[src/hw/rtl/assert_macros.svh]
// Assertion macros used by the top level of the printer control code parser.
// Depends on nothing; define ASSERT_OFF to compile every check away.
`ifndef ASSERT_MACROS_SVH
`define ASSERT_MACROS_SVH

`ifndef ASSERT_OFF

// Checks that the consequent follows the antecedent on the same edge.
`define ASSERT_IMPLY(label, clk, rst_n, ante, cons, msg) \
    label: assert property (@(posedge clk) disable iff (!rst_n) (ante) |-> (cons)) \
        else $error(msg);

// Checks that the consequent holds at the edge after the antecedent.
`define ASSERT_NEXT(label, clk, rst_n, ante, cons, msg) \
    label: assert property (@(posedge clk) disable iff (!rst_n) (ante) |=> (cons)) \
        else $error(msg);

`else

`define ASSERT_IMPLY(label, clk, rst_n, ante, cons, msg)
`define ASSERT_NEXT(label, clk, rst_n, ante, cons, msg)

`endif

`endif

[src/hw/rtl/pcp_pkg.sv]
// Types, codes and helper functions of the printer control code parser.
// Used by pcp_decode and printer_control_code_parser; depends on nothing.
package pcp_pkg;

    localparam int CHAR_W = 21;

    // Printer actions.
    localparam logic [2:0] ACT_NONE    = 3'd0;
    localparam logic [2:0] ACT_APPEND  = 3'd1;
    localparam logic [2:0] ACT_NEWLINE = 3'd2;
    localparam logic [2:0] ACT_CR      = 3'd3;
    localparam logic [2:0] ACT_LF      = 3'd4;
    localparam logic [2:0] ACT_PAGE    = 3'd5;
    localparam logic [2:0] ACT_FONT    = 3'd6;

    // Font width codes.
    localparam logic [1:0] FONT_NORMAL    = 2'd0;
    localparam logic [1:0] FONT_EXPANDED  = 2'd1;
    localparam logic [1:0] FONT_CONDENSED = 2'd2;

    // Dialects.
    localparam logic [1:0] MODE_SIMPLE = 2'd0;
    localparam logic [1:0] MODE_CRLF   = 2'd1;
    localparam logic [1:0] MODE_DOT    = 2'd2;

    // Character codes with a meaning.
    localparam logic [CHAR_W-1:0] CH_LF        = 21'h0A;
    localparam logic [CHAR_W-1:0] CH_FF        = 21'h0C;
    localparam logic [CHAR_W-1:0] CH_CR        = 21'h0D;
    localparam logic [CHAR_W-1:0] CH_EXPAND    = 21'h0E;
    localparam logic [CHAR_W-1:0] CH_CONDENSE  = 21'h0F;
    localparam logic [CHAR_W-1:0] CH_CANCEL_CD = 21'h12;
    localparam logic [CHAR_W-1:0] CH_CANCEL_EX = 21'h14;
    localparam logic [CHAR_W-1:0] CH_ESC       = 21'h1B;
    localparam logic [CHAR_W-1:0] CH_UNDERLINE = 21'h2D;
    localparam logic [CHAR_W-1:0] CH_C0_LAST   = 21'h1F;
    localparam logic [CHAR_W-1:0] CH_C1_FIRST  = 21'h7F;
    localparam logic [CHAR_W-1:0] CH_C1_LAST   = 21'h9F;

    typedef struct packed {
        logic       escape;
        logic       underline_arg;
        logic [1:0] font;
    } pcp_state_t;

    typedef struct packed {
        logic [2:0]        action;
        logic [CHAR_W-1:0] out_char;
        logic              font_changed;
        logic [1:0]        font_width;
        logic              unknown_code;
    } pcp_result_t;

    // Control characters are the C0 range and the DEL plus C1 range.
    function automatic logic is_control(input logic [CHAR_W-1:0] c);
        return (c <= CH_C0_LAST) || ((c >= CH_C1_FIRST) && (c <= CH_C1_LAST));
    endfunction

endpackage

[src/hw/rtl/printer_control_code_parser.sv]
// Top level of the printer control code parser: input register, decode, result register.
// Depends on pcp_pkg, pcp_decode and assert_macros.svh.
//
//  Channel   Handshake                   Payload
//  -------   -------------------------   ---------------------------------------------
//  char      char_valid / char_stall     char_code
//  result    result_valid / result_stall action, out_char, font_changed, font_width,
//                                        unknown_code
//  config    dialect_mode_we             dialect_mode_wdata
//
// One character is taken per cycle while the result side does not stall. A transfer
// on the char channel lands in the input register; from there it is decoded against
// the parser state and loaded into the result register, which drives the outputs.
// Reset clears the dialect to simple, the escape and underline state, the font to
// normal and both valid flags. A stall on the result side holds the result register
// and, once the input register is also full, raises char_stall in the same cycle.
module printer_control_code_parser (
    input  logic                         clk,
    input  logic                         rst_n,

    input  logic                         char_valid,
    output logic                         char_stall,
    input  logic [pcp_pkg::CHAR_W-1:0]   char_code,

    output logic                         result_valid,
    input  logic                         result_stall,
    output logic [2:0]                   action,
    output logic [pcp_pkg::CHAR_W-1:0]   out_char,
    output logic                         font_changed,
    output logic [1:0]                   font_width,
    output logic                         unknown_code,

    input  logic                         dialect_mode_we,
    input  logic [1:0]                   dialect_mode_wdata
);

`include "assert_macros.svh"

    // Configuration and parser state.
    logic [1:0]              mode_reg;
    pcp_pkg::pcp_state_t     state_reg;
    pcp_pkg::pcp_state_t     state_next;

    // Input register.
    logic                        in_valid_reg;
    logic                        in_valid_next;
    logic [pcp_pkg::CHAR_W-1:0]  in_char_reg;

    // Result register.
    logic                    out_valid_reg;
    logic                    out_valid_next;
    pcp_pkg::pcp_result_t    out_reg;
    pcp_pkg::pcp_result_t    dec_result;

    logic char_xfer;
    logic advance;

    // The input register moves on whenever the result register is free or
    // being emptied in this cycle.
    assign advance    = in_valid_reg && (!out_valid_reg || !result_stall);
    assign char_stall = in_valid_reg && !advance;
    assign char_xfer  = char_valid && !char_stall;

    always_comb
    begin
        if (char_xfer)
        begin
            in_valid_next = 1'b1;
        end
        else if (advance)
        begin
            in_valid_next = 1'b0;
        end
        else
        begin
            in_valid_next = in_valid_reg;
        end

        if (advance)
        begin
            out_valid_next = 1'b1;
        end
        else if (!result_stall)
        begin
            out_valid_next = 1'b0;
        end
        else
        begin
            out_valid_next = out_valid_reg;
        end
    end

    pcp_decode u_decode (
        .mode       (mode_reg),
        .char_code  (in_char_reg),
        .state      (state_reg),
        .state_next (state_next),
        .result     (dec_result)
    );

    // Control state.
    always_ff @(posedge clk or negedge rst_n)
    begin
        if (!rst_n)
        begin
            mode_reg      <= pcp_pkg::MODE_SIMPLE;
            state_reg     <= '0;
            in_valid_reg  <= 1'b0;
            out_valid_reg <= 1'b0;
        end
        else
        begin
            if (dialect_mode_we)
            begin
                mode_reg <= dialect_mode_wdata;
            end
            // The state only moves when a character is actually decoded.
            if (advance)
            begin
                state_reg <= state_next;
            end
            in_valid_reg  <= in_valid_next;
            out_valid_reg <= out_valid_next;
        end
    end

    // Payload registers.
    always_ff @(posedge clk)
    begin
        if (char_xfer)
        begin
            in_char_reg <= char_code;
        end
        if (advance)
        begin
            out_reg <= dec_result;
        end
    end

    assign result_valid = out_valid_reg;
    assign action       = out_reg.action;
    assign out_char     = out_reg.out_char;
    assign font_changed = out_reg.font_changed;
    assign font_width   = out_reg.font_width;
    assign unknown_code = out_reg.unknown_code;

    // The underline argument can only be awaited inside an escape sequence.
    `ASSERT_IMPLY(a_arg_in_escape, clk, rst_n, state_reg.underline_arg, state_reg.escape, "underline wait outside escape")
    // An accepted character always lands in the input register.
    `ASSERT_NEXT(a_xfer_loads, clk, rst_n, char_xfer, in_valid_reg, "accepted character lost")
    // Only an append carries a character.
    `ASSERT_IMPLY(a_char_on_append, clk, rst_n, out_valid_reg && (out_reg.action != pcp_pkg::ACT_APPEND), out_reg.out_char == '0, "character on a non-append result")
    // A font change comes only with a font code or a line feed.
    `ASSERT_IMPLY(a_font_change_kind, clk, rst_n, out_valid_reg && out_reg.font_changed, (out_reg.action == pcp_pkg::ACT_FONT) || (out_reg.action == pcp_pkg::ACT_LF), "font change on wrong action")

endmodule

[src/hw/rtl/pcp_decode.sv]
// Decodes one character under the selected dialect into a printer action.
// Purely combinational; depends on pcp_pkg.
module pcp_decode (
    input  logic [1:0]                  mode,
    input  logic [pcp_pkg::CHAR_W-1:0]  char_code,
    input  pcp_pkg::pcp_state_t         state,
    output pcp_pkg::pcp_state_t         state_next,
    output pcp_pkg::pcp_result_t        result
);

    logic ctrl;

    always_comb
    begin
        ctrl       = pcp_pkg::is_control(char_code);
        state_next = state;
        result     = '0;
        result.action = pcp_pkg::ACT_NONE;

        if (mode == pcp_pkg::MODE_DOT)
        begin
            if (state.escape)
            begin
                if (!state.underline_arg)
                begin
                    if (char_code == pcp_pkg::CH_UNDERLINE)
                    begin
                        state_next.underline_arg = 1'b1;
                    end
                    else
                    begin
                        result.unknown_code = 1'b1;
                        state_next.escape   = 1'b0;
                    end
                end
                else
                begin
                    // The underline argument is swallowed whatever it is.
                    state_next.underline_arg = 1'b0;
                    state_next.escape        = 1'b0;
                end
            end
            else if (ctrl)
            begin
                unique case (char_code) inside
                    pcp_pkg::CH_EXPAND:
                    begin
                        state_next.font     = pcp_pkg::FONT_EXPANDED;
                        result.action       = pcp_pkg::ACT_FONT;
                        result.font_changed = 1'b1;
                    end
                    pcp_pkg::CH_CANCEL_EX, pcp_pkg::CH_CANCEL_CD:
                    begin
                        state_next.font     = pcp_pkg::FONT_NORMAL;
                        result.action       = pcp_pkg::ACT_FONT;
                        result.font_changed = 1'b1;
                    end
                    pcp_pkg::CH_CONDENSE:
                    begin
                        state_next.font     = pcp_pkg::FONT_CONDENSED;
                        result.action       = pcp_pkg::ACT_FONT;
                        result.font_changed = 1'b1;
                    end
                    pcp_pkg::CH_CR:
                    begin
                        result.action = pcp_pkg::ACT_CR;
                    end
                    pcp_pkg::CH_LF:
                    begin
                        // One-line expansion ends at the line feed.
                        if (state.font == pcp_pkg::FONT_EXPANDED)
                        begin
                            state_next.font     = pcp_pkg::FONT_NORMAL;
                            result.font_changed = 1'b1;
                        end
                        result.action = pcp_pkg::ACT_LF;
                    end
                    pcp_pkg::CH_FF:
                    begin
                        result.action = pcp_pkg::ACT_PAGE;
                    end
                    pcp_pkg::CH_ESC:
                    begin
                        state_next.escape        = 1'b1;
                        state_next.underline_arg = 1'b0;
                    end
                    default:
                    begin
                        result.unknown_code = 1'b1;
                    end
                endcase
            end
            else
            begin
                result.action   = pcp_pkg::ACT_APPEND;
                result.out_char = char_code;
            end
        end
        else if (ctrl)
        begin
            if (char_code == pcp_pkg::CH_LF)
            begin
                result.action = (mode == pcp_pkg::MODE_CRLF) ? pcp_pkg::ACT_LF
                                                             : pcp_pkg::ACT_NEWLINE;
            end
            else if ((char_code == pcp_pkg::CH_CR) && (mode == pcp_pkg::MODE_CRLF))
            begin
                result.action = pcp_pkg::ACT_CR;
            end
            else if (char_code == pcp_pkg::CH_FF)
            begin
                result.action = pcp_pkg::ACT_PAGE;
            end
            else
            begin
                result.unknown_code = 1'b1;
            end
        end
        else
        begin
            result.action   = pcp_pkg::ACT_APPEND;
            result.out_char = char_code;
        end

        // The reported width is always the font state after this character.
        result.font_width = state_next.font;
    end

endmodule

[config.mk]
export PLATFORM = sky130hd
export DESIGN_NAME = printer_control_code_parser
export DESIGN_NICKNAME = d
export VERILOG_FILES = /design/src/hw/rtl/pcp_pkg.sv /design/src/hw/rtl/printer_control_code_parser.sv /design/src/hw/rtl/pcp_decode.sv
export VERILOG_INCLUDE_DIRS = /design/src /design/src/hw/rtl
export SDC_FILE = /design/constraint.sdc
export NUM_CORES = 1
export LEC_CHECK = 0
export BUFFER_PORTS_ARGS = -buffer_cell sky130_fd_sc_hd__buf_2
export CAP_MARGIN = 20
export CELL_PAD_IN_SITES_DETAIL_PLACEMENT = 1
export CELL_PAD_IN_SITES_GLOBAL_PLACEMENT = 2
export CORE_UTILIZATION = 32
export CTS_CLUSTER_DIAMETER = 50
export CTS_CLUSTER_SIZE = 28
export DETAILED_ROUTE_END_ITERATION = 16
export PLACE_DENSITY = 0.74
export SKIP_CTS_REPAIR_TIMING = 1
export SLEW_MARGIN = 25
export SYNTH_ARGS = -nofsm -noshare
export SYNTH_HDL_FRONTEND = slang
export SYNTH_SLANG_ARGS = --single-unit
[constraint.sdc]
create_clock -name clk -period 2.5 [get_ports clk]
set_input_delay 0.625 -clock clk [delete_from_list [all_inputs] [get_ports clk]]
set_output_delay 0.625 -clock clk [all_outputs]
set_load 0.005 [all_outputs]
# --- After elaboration in Yosys (flattened, before gate mapping) ---
# Index checks and enable logic that the tools add are counted.
op_classes:
  add_sub_neg: 0
  n_mul: 0
  div: 0
  n_lt_le_gt_ge: 3
  n_eq_ne: 13
  shift: 0
  n_mux: 36
  bitwise: 2
  reduce_logical: 20
ops:
  columns: ["cell", "count"]
  rows:
  - ["$eq 21x4->1 const B", 5]
  - ["$eq 21x5->1 const B", 3]
  - ["$mux 25", 1]
  - ["$mux 24", 1]
  - ["$eq 21x6->1 const B", 1]
  - ["$ge 21x7->1 const B", 1]
  - ["$le 21x5->1 const B", 1]
  - ["$le 21x8->1 const B", 1]
  - ["$mux 21", 1]
  - ["$mux 3", 6]
  - ["$mux 1", 17]
  - ["$mux 2", 6]
  - ["$pmux 3 s4", 1]
  - ["$pmux 2 s4", 1]
  - ["$reduce_or 8->1", 1]
  - ["$reduce_bool 2->1", 3]
  - ["$logic_and 1x1->1", 5]
  - ["$eq 2x1->1 const B", 2]
  - ["$logic_not 1->1", 4]
  - ["$mux 4", 1]
  - ["$reduce_and 4->1", 1]
  - ["$reduce_or 4->1", 1]
  - ["$reduce_or 3->1", 1]
  - ["$eq 2x2->1 const B", 1]
  - ["other kinds (6)", 8]
totals:
  regBits: 57
  latch_bits: 0
  ramBits: 0
  romBits: 0
  in_bits: 28
  out_inout_bits: 30
  wordCells: 86
  mem_count: 0

# --- Logic depth before layout (Yosys ltp) ---
# Gate-level depths: netlist of run 1.
logic_depth:
  ltp_word: 8
  mapped_depth: 6

# --- Hierarchy ---
# Synthesis of run 1 repeated with hierarchy kept, for this count alone.
unflattened:
  cells_unflattened: 181
  area_unflattened_um2: 2518.7
modules_own_cells:
  columns: ["module", "n_inst", "cells_per_inst", "area_per_inst_um2", "seq_area_each_um2"]
  rows:
  - ["printer_control_code_parser", 1, 69, 1788.0, 1671.6]
  - ["pcp_decode", 1, 112, 730.7, 0.0]

# --- Worst setup path before layout of run 1 ---
# No wires, ideal clock.
synth_timing:
  kind: "register to register"
  start: "register in_char_reg[9] (netlist bit)"
  end: "register out_reg, in the netlist font_width[0], data pin"
  setup_ps: 260
  t_arrival_ps: 2055
  t_required_ps: 2240
  slack_ps: 185
  path_stages_with_launch: 6
  path_buffers: 0
  period_less_slack_ps: 2315
  cell_sequence: "edfxtp_1 or4_4 nor4_2 nand3b_2 nor3_1 mux2_2"
synth_rtl:
  columns: ["item", "line_no", "text"]
  rows:
  - ["from (decl)", "printer_control_code_parser.sv:47", "logic [pcp_pkg::CHAR_W-1:0] in_char_reg;"]
  - ["from (signal assigned)", "printer_control_code_parser.sv:132", "in_char_reg <= char_code;"]
  - ["to (signal assigned)", "printer_control_code_parser.sv:136", "out_reg <= dec_result;"]
  - ["to (decl)", "printer_control_code_parser.sv:52", "pcp_pkg::pcp_result_t out_reg;"]

==> results.md, run 1 <==
* Drt first pass iters at 4
* Grt total ovfl at 0
* Critical path's top delay family: simple AND/OR/NAND/NOR gates
* Row count at 31
* IO Count at 58
* Critical Path Sink Type: flop
* Critical Setup Path Class: flop to flop
* Initial antenna violation count at 0
* CP startpoint kind: flop
* Die H at 88.8 um
* First-pass GRT wire length at 8490 um
* Crit Reg-Reg Startpoint: in_char_reg[17]$_DFFE_PP_
* Ratio of cells with drive above 1 in the final layout at 0.378
* CP bufs+invs at 0
* CTS tree: done
* H-tree Lvls at 3
* Synth area leader: edfxtp_1
* Max Cap Viol at 0
* Post-Synth Simple-Gate Area at 0.207
* Logic gate share of total power at 0.074
* Post-synth top area share at 0.610
* Clk sinks at 57
* Post-synth EDFFs at 49
* Achievable frequency at 420 MHz
* Starting Density at 0.333
* Cells after synthesis at 174
* Synth area leaders: edfxtp_1, dfrtp_1, and2_1
* Antenna viol nets, final at 0
* Mapped cell area at 2410 um^2
* Layout net count at 277
* Slowest-stage cell, CP: or4_1
* Post-synthesis mux area share at 0.0140
* Worst-case clock buffer depth at 2
* Sequential cell fraction of total power at 0.534
* Port Buf Inserts at 57
* Pin count of the biggest net entering global routing at 27
* Worst hold path type: input port to async pin
* Largest vdd supply drop at 282 uV
* Worst slew pin tran at 580 ps
* Clock Latency Late Sink at 330 ps
* Top-count cell post-synth: edfxtp_1
* Post-synthesis adder-cell area fraction at 0
* Synth Flop Type: edfxtp_1
* Post-synthesis sequential area ratio at 0.693
* Synthesized flop and latch total at 57
* Worst slew margin at 0.611
* Minimum clock period at 2380 ps
* GRT Overall Usage at 0.154
* RSZ-0062 raised after global routing: no
* WP data arrival at 2470 ps
* Initial DRC Count at 120
* Final hold violations at 0
* Routed WL per cell at 15.1 um
* Clock share of power at 0.392
* Post-synth cell types at 38
* Crit. Startpoint: in_char_reg[17]$_DFFE_PP_
* Die area at 7890 um^2
* Warnings from Yosys at 0
* Leak at 1.15 nW
* DP HPWL at 4070 um
* Core area at 7250 um^2
* Worst Reg-to-Reg Cells at 4
* Placed insts at 337
* Syn avg cell area at 13.9 um^2
* Most Crowded Layer GR: met2
* Reg-to-reg slack, setup at 120 ps
* Synth top cells by count: edfxtp_1, and2_1, nand2_1
* Status: complete, no violations
* Worst Path Required at 2590 ps
* PD cells at 686 nW/um^2
* Crit-path cells: or4_1 > or4_4 > nor3_2 > mux2_2
* Final Setup Violations at 0
* Vias per cell at 4.78
* Tcrit/Tclk final at 0.953
* Met3 GRT Util at 0.0429
* Critical path fanouts, max at 5
* Sw frac at 0.233
* DRC violations left at 0
* Post-synth net total at 202
* Max-slew violations at 0
* CP max stage delay at 680 ps
* WL final at 5340 um
* Compound-Gate Fraction of Synth Area at 0.0679
* Setup Skew at 9.76 ps
* Reg-to-Reg End: font_width[0]$_DFFE_PP_
* Setup TNS at 0 ps
* Clk slew on worst S/H paths at 70 ps
* Internal at 1.63 mW
* Net switching power at 497 uW
* Diodes inserted at 0
* Ys async rst share at 0.140
* Post-route insts no fill at 353
* Root Buffer: clkbuf_8
* GP Congestion at 0.833
* Synth Area in XOR/XNOR at 0.00363
* Largest family of logic cells by synthesized area: simple AND/OR/NAND/NOR gates
* Die W at 88.8 um
* Area growth syn-to-layout at 28.6%
* Global routing usage on met1 at 0.190
* Num CTS Buffers at 9
* Via count at 1689
* Vias in the first global route at 1690
* M2 GR Usage at 0.244
[layout by cell type (no fill, tap or decap), types with 2 or more instances in the layout]
| master | Yosys | layout |
|---|---|---|
| nor4_2 | 5 | 5 |
| inv_1 | 5 | 5 |
| clkinvlp_4 | 0 | 2 |
| edfxtp_1 | 49 | 49 |
| mux2_2 | 2 | 2 |
| buf_2 | 0 | 57 |
| o31ai_1 | 4 | 4 |
| or3_1 | 2 | 2 |
| or4_4 | 2 | 2 |
| clkbuf_8 | 0 | 9 |
| dfrtp_1 | 8 | 8 |
| nor3_1 | 4 | 3 |
| nand4b_1 | 2 | 2 |
| o21ai_0 | 6 | 6 |
| nand3_1 | 6 | 6 |
| a31oi_1 | 2 | 2 |
| clkinv_1 | 0 | 2 |
| nand2b_1 | 4 | 4 |
| buf_4 | 0 | 11 |
| nand4_1 | 3 | 3 |
| nand2_1 | 11 | 11 |
| a21oi_1 | 6 | 6 |
| and2_1 | 22 | 22 |
| or4_1 | 2 | 2 |
| nor2_1 | 6 | 6 |
| nor4_1 | 3 | 2 |
[per-stage QoR]
step / instance area (um^2) / setup slack [ps] / hold slack (ps) / power (mW) / util
6_report: 3100 / 117 / 120 / 2.13 / 0.428
5_1_grt: 3100 / 37.0 / 113 / 2.22 / 0.428
4_1_cts: 3080 / 53.9 / 111 / 2.16 / 0.425
3_5_place_dp: 2890 / 27.5 / 484 / 1.32 / 0.398
3_3_place_gp: 2890 / 153 / 478 / 1.31 / 0.398
2_1_floorplan: 2410 / 185 / 329 / 1.23 / -
[worst max-delay path by stage]
stage / end / cells past startpoint
2_1_floorplan: font_width[0]$_DFFE_PP_ / 5
3_3_place_gp: font_width[0]$_DFFE_PP_ / 4
3_5_place_dp: font_width[0]$_DFFE_PP_ / 5
4_1_cts: font_width[0]$_DFFE_PP_ / 5
5_1_grt: font_width[0]$_DFFE_PP_ / 5
6_report: font_width[0]$_DFFE_PP_ / 4
[power by group through the flow]
stage | Sequential, mW | Combinational, mW | Clock [mW]
after detailed placement | 1.16 | 0.161 | 0
after floorplan | 1.15 | 0.0723 | 0
after global routing | 1.14 | 0.179 | 0.900
after global placement | 1.16 | 0.158 | 0
after CTS | 1.14 | 0.160 | 0.865
final | 1.14 | 0.158 | 0.834
[cells by family (layout without fill, tap and decap cells)]
family                    Yosys count  after routing
AOI/OAI and AO/OA                  25             25
buffers and inverters               9             89
xor gates and xnor gates            1              1
DFF                                57             57
and+or+nand+nor                    79             79
muxes                               3              3
[cell type report]
cell class / count / area (um^2)
fillers: 807 / 4150
flip-flops and latches: 57 / 1670
multi-input cells: 108 / 727
repair buffers: 68 / 368
clock buffers: 9 / 124
well taps: 99 / 124
clock inverters: 7 / 70.1
inverters: 5 / 18.8
[routing by layer]
layer,up-vias,routed length [um]
li1,818,-
met1,817,2410
met2,47,2620
met3,7,219
met4,0,92
met5,-,0
Power figures use the tool's default switching activity.
==> run 2: changes to the inputs <==
--- a/config.mk
+++ b/config.mk
@@ -6,11 +6,12 @@
 export SDC_FILE = /design/constraint.sdc
 export NUM_CORES = 1
 export LEC_CHECK = 0
+export ABC_AREA = 1
 export BUFFER_PORTS_ARGS = -buffer_cell sky130_fd_sc_hd__buf_2
 export CAP_MARGIN = 20
 export CELL_PAD_IN_SITES_DETAIL_PLACEMENT = 1
 export CELL_PAD_IN_SITES_GLOBAL_PLACEMENT = 2
-export CORE_UTILIZATION = 32
+export CORE_UTILIZATION = 30
 export CTS_CLUSTER_DIAMETER = 50
 export CTS_CLUSTER_SIZE = 28
 export DETAILED_ROUTE_END_ITERATION = 16
==> results.md, run 2 <==
* Critical Path Sink Type: flop
* Clk slew on worst S/H paths at 70 ps
* Critical Setup Path Class: flop to flop
* Cells after synthesis at 272
* Final Setup Violations at 0
* Routed WL per cell at 13.0 um
* DP HPWL at 4630 um
* Leak at 1.47 nW
* Top-count cell post-synth: nand2_1
* Clock Latency Late Sink at 330 ps
* Slowest-stage cell, CP: edfxtp_1
* Crit Reg-Reg Startpoint: in_char_reg[11]$_DFFE_PP_
* Clk sinks at 57
* Reg-to-Reg End: font_width[0]$_DFFE_PP_
* CP startpoint kind: flop
* Minimum clock period at 1890 ps
* Internal at 1.82 mW
* CTS tree: done
* WHS at 130 ps
* Worst hold path type: input port to async pin
* Sw frac at 0.249
* Antenna viol nets, final at 0
* Mapped cell area at 2660 um^2
* Post-synth net total at 300
* Initial DRC Count at 92
* Initial antenna violation count at 0
* Final Instance Area at 3290 um^2
* Total power at 2.43 mW
* Synthesized flop and latch total at 57
* Critical path fanouts, max at 11
* PD cells at 737 nW/um^2
* Worst-case clock buffer depth at 2
* WL final at 5850 um
* Tcrit/Tclk final at 0.758
* Sequential cell fraction of total power at 0.497
* Die area at 9230 um^2
* Clock share of power at 0.378
* Diodes inserted at 0
* Synth area leader: edfxtp_1
* Worst slew pin tran at 500 ps
* GRT Overall Usage at 0.144
* Pin count of the biggest net entering global routing at 22
* Post-synth cell types at 24
* Placed insts at 435
* Fin util at 0.393
* Starting Density at 0.317
* IO Count at 58
* Vias per cell at 4.40
* Post-route insts no fill at 451
* Most common cell after layout, fill and taps aside: nand2_1
* Area growth syn-to-layout at 24.0%
* Setup TNS at 0 ps
* Max-slew violations at 0
* Core area at 8380 um^2
* Largest vdd supply drop at 261 uV
* Worst Reg-to-Reg Cells at 10
* Most frequent cells in the layout: nand2_1, buf_2, edfxtp_1, inv_1, nor2_1
* Crit-path cells: nor2_1 > nand2_1 > nor2_1 > nand2_2 > nor2_4 > inv_2 > nor2_4 > nand3_1 > nand2_1 > inv_1
* Num CTS Buffers at 9
* Die W at 96.1 um
* Worst slew margin at 0.667
* Port Buf Inserts at 57
* GP Congestion at 0.876
* Vias in the first global route at 1990
* Post-synth EDFFs at 49
* Synth top cells by count: nand2_1, edfxtp_1, inv_1
* Post-synthesis sequential area ratio at 0.629
* Status: complete, no violations
* Synth Flop Type: edfxtp_1
* Drt first pass iters at 4
* Pre-CTS setup slack at 589 ps
* Layout net count at 369
* Final hold violations at 0
* Logic gate share of total power at 0.125
* Net switching power at 603 uW
* Reg-to-reg slack, setup at 610 ps
* Root Buffer: clkbuf_8
* First-pass GRT wire length at 9520 um
* Ys async rst share at 0.140
* Row count at 33
* Via count at 1986
* Ratio of cells with drive above 1 in the final layout at 0.272
* Grt total ovfl at 0
* Fillcell total at 1005
* Max Cap Viol at 0
* DRC violations left at 0
* Warnings from Yosys at 0
* Die H at 96.1 um
* Post-synth top area share at 0.554
* RSZ-0062 raised after global routing: no
* WP data arrival at 1990 ps
* Syn avg cell area at 9.77 um^2
* Setup WS post-layout at 606 ps
* Setup Skew at 8.82 ps
* CP max stage delay at 410 ps
* H-tree Lvls at 3
* Synth area leaders: edfxtp_1, nand2_1, dfrtp_1
* Worst Path Required at 2600 ps
* Achievable frequency at 528 MHz
* Post-placement cell area at 3080 um^2
==> run 2: cell count changes after synthesis, moves of 5 or more <==
cell | previous run | this run
nor2_4 | 0 | 5
and2_1 | 22 | 0
nand2_1 | 11 | 68
a21oi_1 | 6 | 1
nor2_1 | 6 | 39
nand3_1 | 6 | 17
nor4_2 | 5 | 0
inv_1 | 5 | 42
==> run 2: power by group through the flow <==
stage	clock (mW)	sequential, mW	combinational, mW
floorplan	0	1.23	0.165
global placement	0	1.22	0.307
detailed placement	0	1.23	0.312
CTS	0.950	1.21	0.313
global route	0.980	1.22	0.349
finish	0.916	1.21	0.303
==> run 2: worst max-delay path by stage <==
stage | start | end | depth (start not counted)
floorplan | result_stall | state_reg[3]$_DFFE_PN0P_ | 8
global placement | in_char_reg[16]$_DFFE_PP_ | font_width[0]$_DFFE_PP_ | 10
detailed placement | in_char_reg[11]$_DFFE_PP_ | font_width[0]$_DFFE_PP_ | 10
CTS | in_char_reg[11]$_DFFE_PP_ | font_width[0]$_DFFE_PP_ | 10
global route | in_char_reg[13]$_DFFE_PP_ | font_width[1]$_DFFE_PP_ | 10
finish | in_char_reg[11]$_DFFE_PP_ | font_width[0]$_DFFE_PP_ | 10
==> run 2: final cells by class <==
type | count | area, um^2 | area share
multi-input cells | 168 | 803 | 0.244
repair buffers | 60 | 308 | 0.0935
well taps | 105 | 131 | 0.0399
flip-flops and latches | 57 | 1670 | 0.508
inverters | 45 | 169 | 0.0513
clock inverters | 6 | 82.6 | 0.0251
clock buffers | 10 | 128 | 0.0388
==> run 2: logic make-up after synthesis <==
group,share of synthesized area
buffers and inverters,0.0692
and+or+nand+nor,0.268
AOI/OAI and AO/OA,0.0334
DFF,0.629
==> run 2: critical path: cells and delay by family, from the launching register on <==
family	cells	cell delay [ps]
flip-flops	1	410
buffers and inverters	2	140
AND/OR/NAND/NOR	8	1100
==> run 2: per-layer routing <==
metal / share of wire / global-route usage / vias up / wire [um]
met2: 0.44 / 0.219 / 46 / 2600
met3: 0.044 / 0.0284 / 11 / 258
met5: 0 / 0 / - / 0
li1: - / - / 1025 / -
met4: 0.023 / 0.0896 / 0 / 136
met1: 0.49 / 0.188 / 904 / 2860
==> run 3: changes to the inputs <==
==> constraint.sdc (replaced) <==
create_clock -name clk -period 1.7 [get_ports clk]
set_input_delay 0.425 -clock clk [delete_from_list [all_inputs] [get_ports clk]]
set_output_delay 0.425 -clock clk [all_outputs]
set_load 0.005 [all_outputs]
==> results.md, run 3 (synthesis gave the netlist of run 2 again) <==
* CTS tree: done
* Setup WS post-layout at -44.2 ps
* Clk sinks at 57
* Most frequent cells in the layout: buf_2, nand2_1, edfxtp_1, inv_1, buf_4
* Die W at 96.1 um
* Critical Setup Path Class: flop to flop
* Routed WL per cell at 13.4 um
* Worst Path Required at 1790 ps
* H-tree Lvls at 3
* Met3 GRT Util at 0.0284
* Net switching power at 933 uW
* Leak at 1.72 nW
* Tcrit/Tclk final at 1.03
* Ratio of cells with drive above 1 in the final layout at 0.447
* Num CTS Buffers at 9
* Antenna viol nets, final at 0
* Status: finished, violations left
* Grt total ovfl at 0
* Die H at 96.1 um
* Via count at 2127
* Setup Skew at 13.7 ps
* DRC violations left at 0
* Critical Path Sink Type: flop
* Sw frac at 0.253
* Initial DRC Count at 66
* Starting Density at 0.317
* Internal at 2.75 mW
* First-pass GRT wire length at 10200 um
* PD cells at 979 nW/um^2
* Failing checks: negative setup slack
* M2 GR Usage at 0.236
* Final Instance Area at 3770 um^2
* RSZ-0062 raised after global routing: yes
* Worst slew margin at 0.739
* Row count at 33
* Most common cell after layout, fill and taps aside: buf_2
* Clk slew on worst S/H paths at 80 ps
* Vias in the first global route at 2174
* Clock share of power at 0.366
* Pre-CTS setup slack at -98.1 ps
* Initial antenna violation count at 0
* Fin util at 0.449
* Worst-case clock buffer depth at 2
* Core area at 8380 um^2
* GP Congestion at 0.842
* Post-placement cell area at 3310 um^2
* WL final at 6450 um
* Global routing usage on met1 at 0.202
* WP data arrival at 1830 ps
* WHS at 259 ps
* Worst slew pin tran at 389 ps
* Diodes inserted at 0
* Total power at 3.69 mW
* Max Cap Viol at 0
* Sequential cell fraction of total power at 0.480
* Most Crowded Layer GR: met2
* GRT Overall Usage at 0.151
* Worst hold path type: input port to flop
* DP HPWL at 4850 um
* Vias per cell at 4.40
* Area growth syn-to-layout at 41.8%
* Minimum clock period at 1740 ps
* Largest vdd supply drop at 403 uV
* Port Buf Inserts at 57
* Critical path fanouts, max at 4
* IO Count at 58
* Logic gate share of total power at 0.154
* Clock Latency Late Sink at 330 ps
* CP startpoint kind: flop
* Root Buffer: clkbuf_8
* Final hold violations at 0
* Pin count of the biggest net entering global routing at 22
* Drt first pass iters at 4
* Die area at 9230 um^2
* Achievable frequency at 573 MHz
* Layout net count at 402
* Final Setup Violations at 6
* Max-slew violations at 0
[run 3: cell count changes in the layout (fill, tap and decap cells not counted), sizes merged]
cell	previous run	this run
inv	44	45
clkinv	3	2
dlygate4sd3	0	1
buf	60	92
clkinvlp	2	1
[run 3: worst max-delay path, cell delays in order (launching register included)]
cell      delay (ps)
edfxtp_1         440
nor2_4           220
nand2_4          100
inv_4            100
nand3_4           90
nor2_4           170
nand4_1          110
nand2_1          110
nand2_1           60
nand3_2           50
nand2_1           40
[run 3: layer usage]
layer / vias up / part of all wire
met5: - / 0
met4: 0 / 0.0071
met3: 6 / 0.032
met2: 47 / 0.49
met1: 983 / 0.47
li1: 1091 / -
[run 3: final timing paths]
| kind | start | end | slack [ps] | depth (start not counted) |
|---|---|---|---|---|
| worst min-delay path | char_code[9] | in_char_reg[9]$_DFFE_PP_ | 260 | 1 |
| worst min register to register | in_valid_reg$_DFFE_PN0P_ | result_valid$_DFFE_PN0P_ | 500 | 2 |
| min in group asynchronous | rst_n | mode_reg[0]$_DFFE_PN0P_ | 460 | 2 |
| max in group asynchronous | rst_n | state_reg[3]$_DFFE_PN0P_ | 1080 | 2 |
| worst max-delay path | in_char_reg[6]$_DFFE_PP_ | action[2]$_DFFE_PP_ | -40 | 10 |
| worst max register to register | in_char_reg[6]$_DFFE_PP_ | action[2]$_DFFE_PP_ | -40 | 10 |
[run 3: final cells by class]
cell class                 instances  area (um^2)
fill                             975         4610
timing repair buffer              93          591
clock buffer                      10          128
sequential                        57         1670
multi-input combinational        168          991
tap                              105          131
inverter                          45          174
clock inverter                     5         81.3
[run 3: power groups by stage]
stage	clock (mW)	combinational [mW]	sequential [mW]
after floorplan	0	0.248	1.80
after global placement	0	0.519	1.79
after detailed placement	0	0.529	1.80
after CTS	1.38	0.533	1.77
after global routing	1.46	0.635	1.79
final	1.35	0.567	1.77
[run 3: metrics by stage]
stage,cells,TNS (ps)
final,483,-156
after global routing,483,-1400
after CTS,477,-590
after detailed placement,462,-409
after global placement,462,-234
after floorplan,272,0
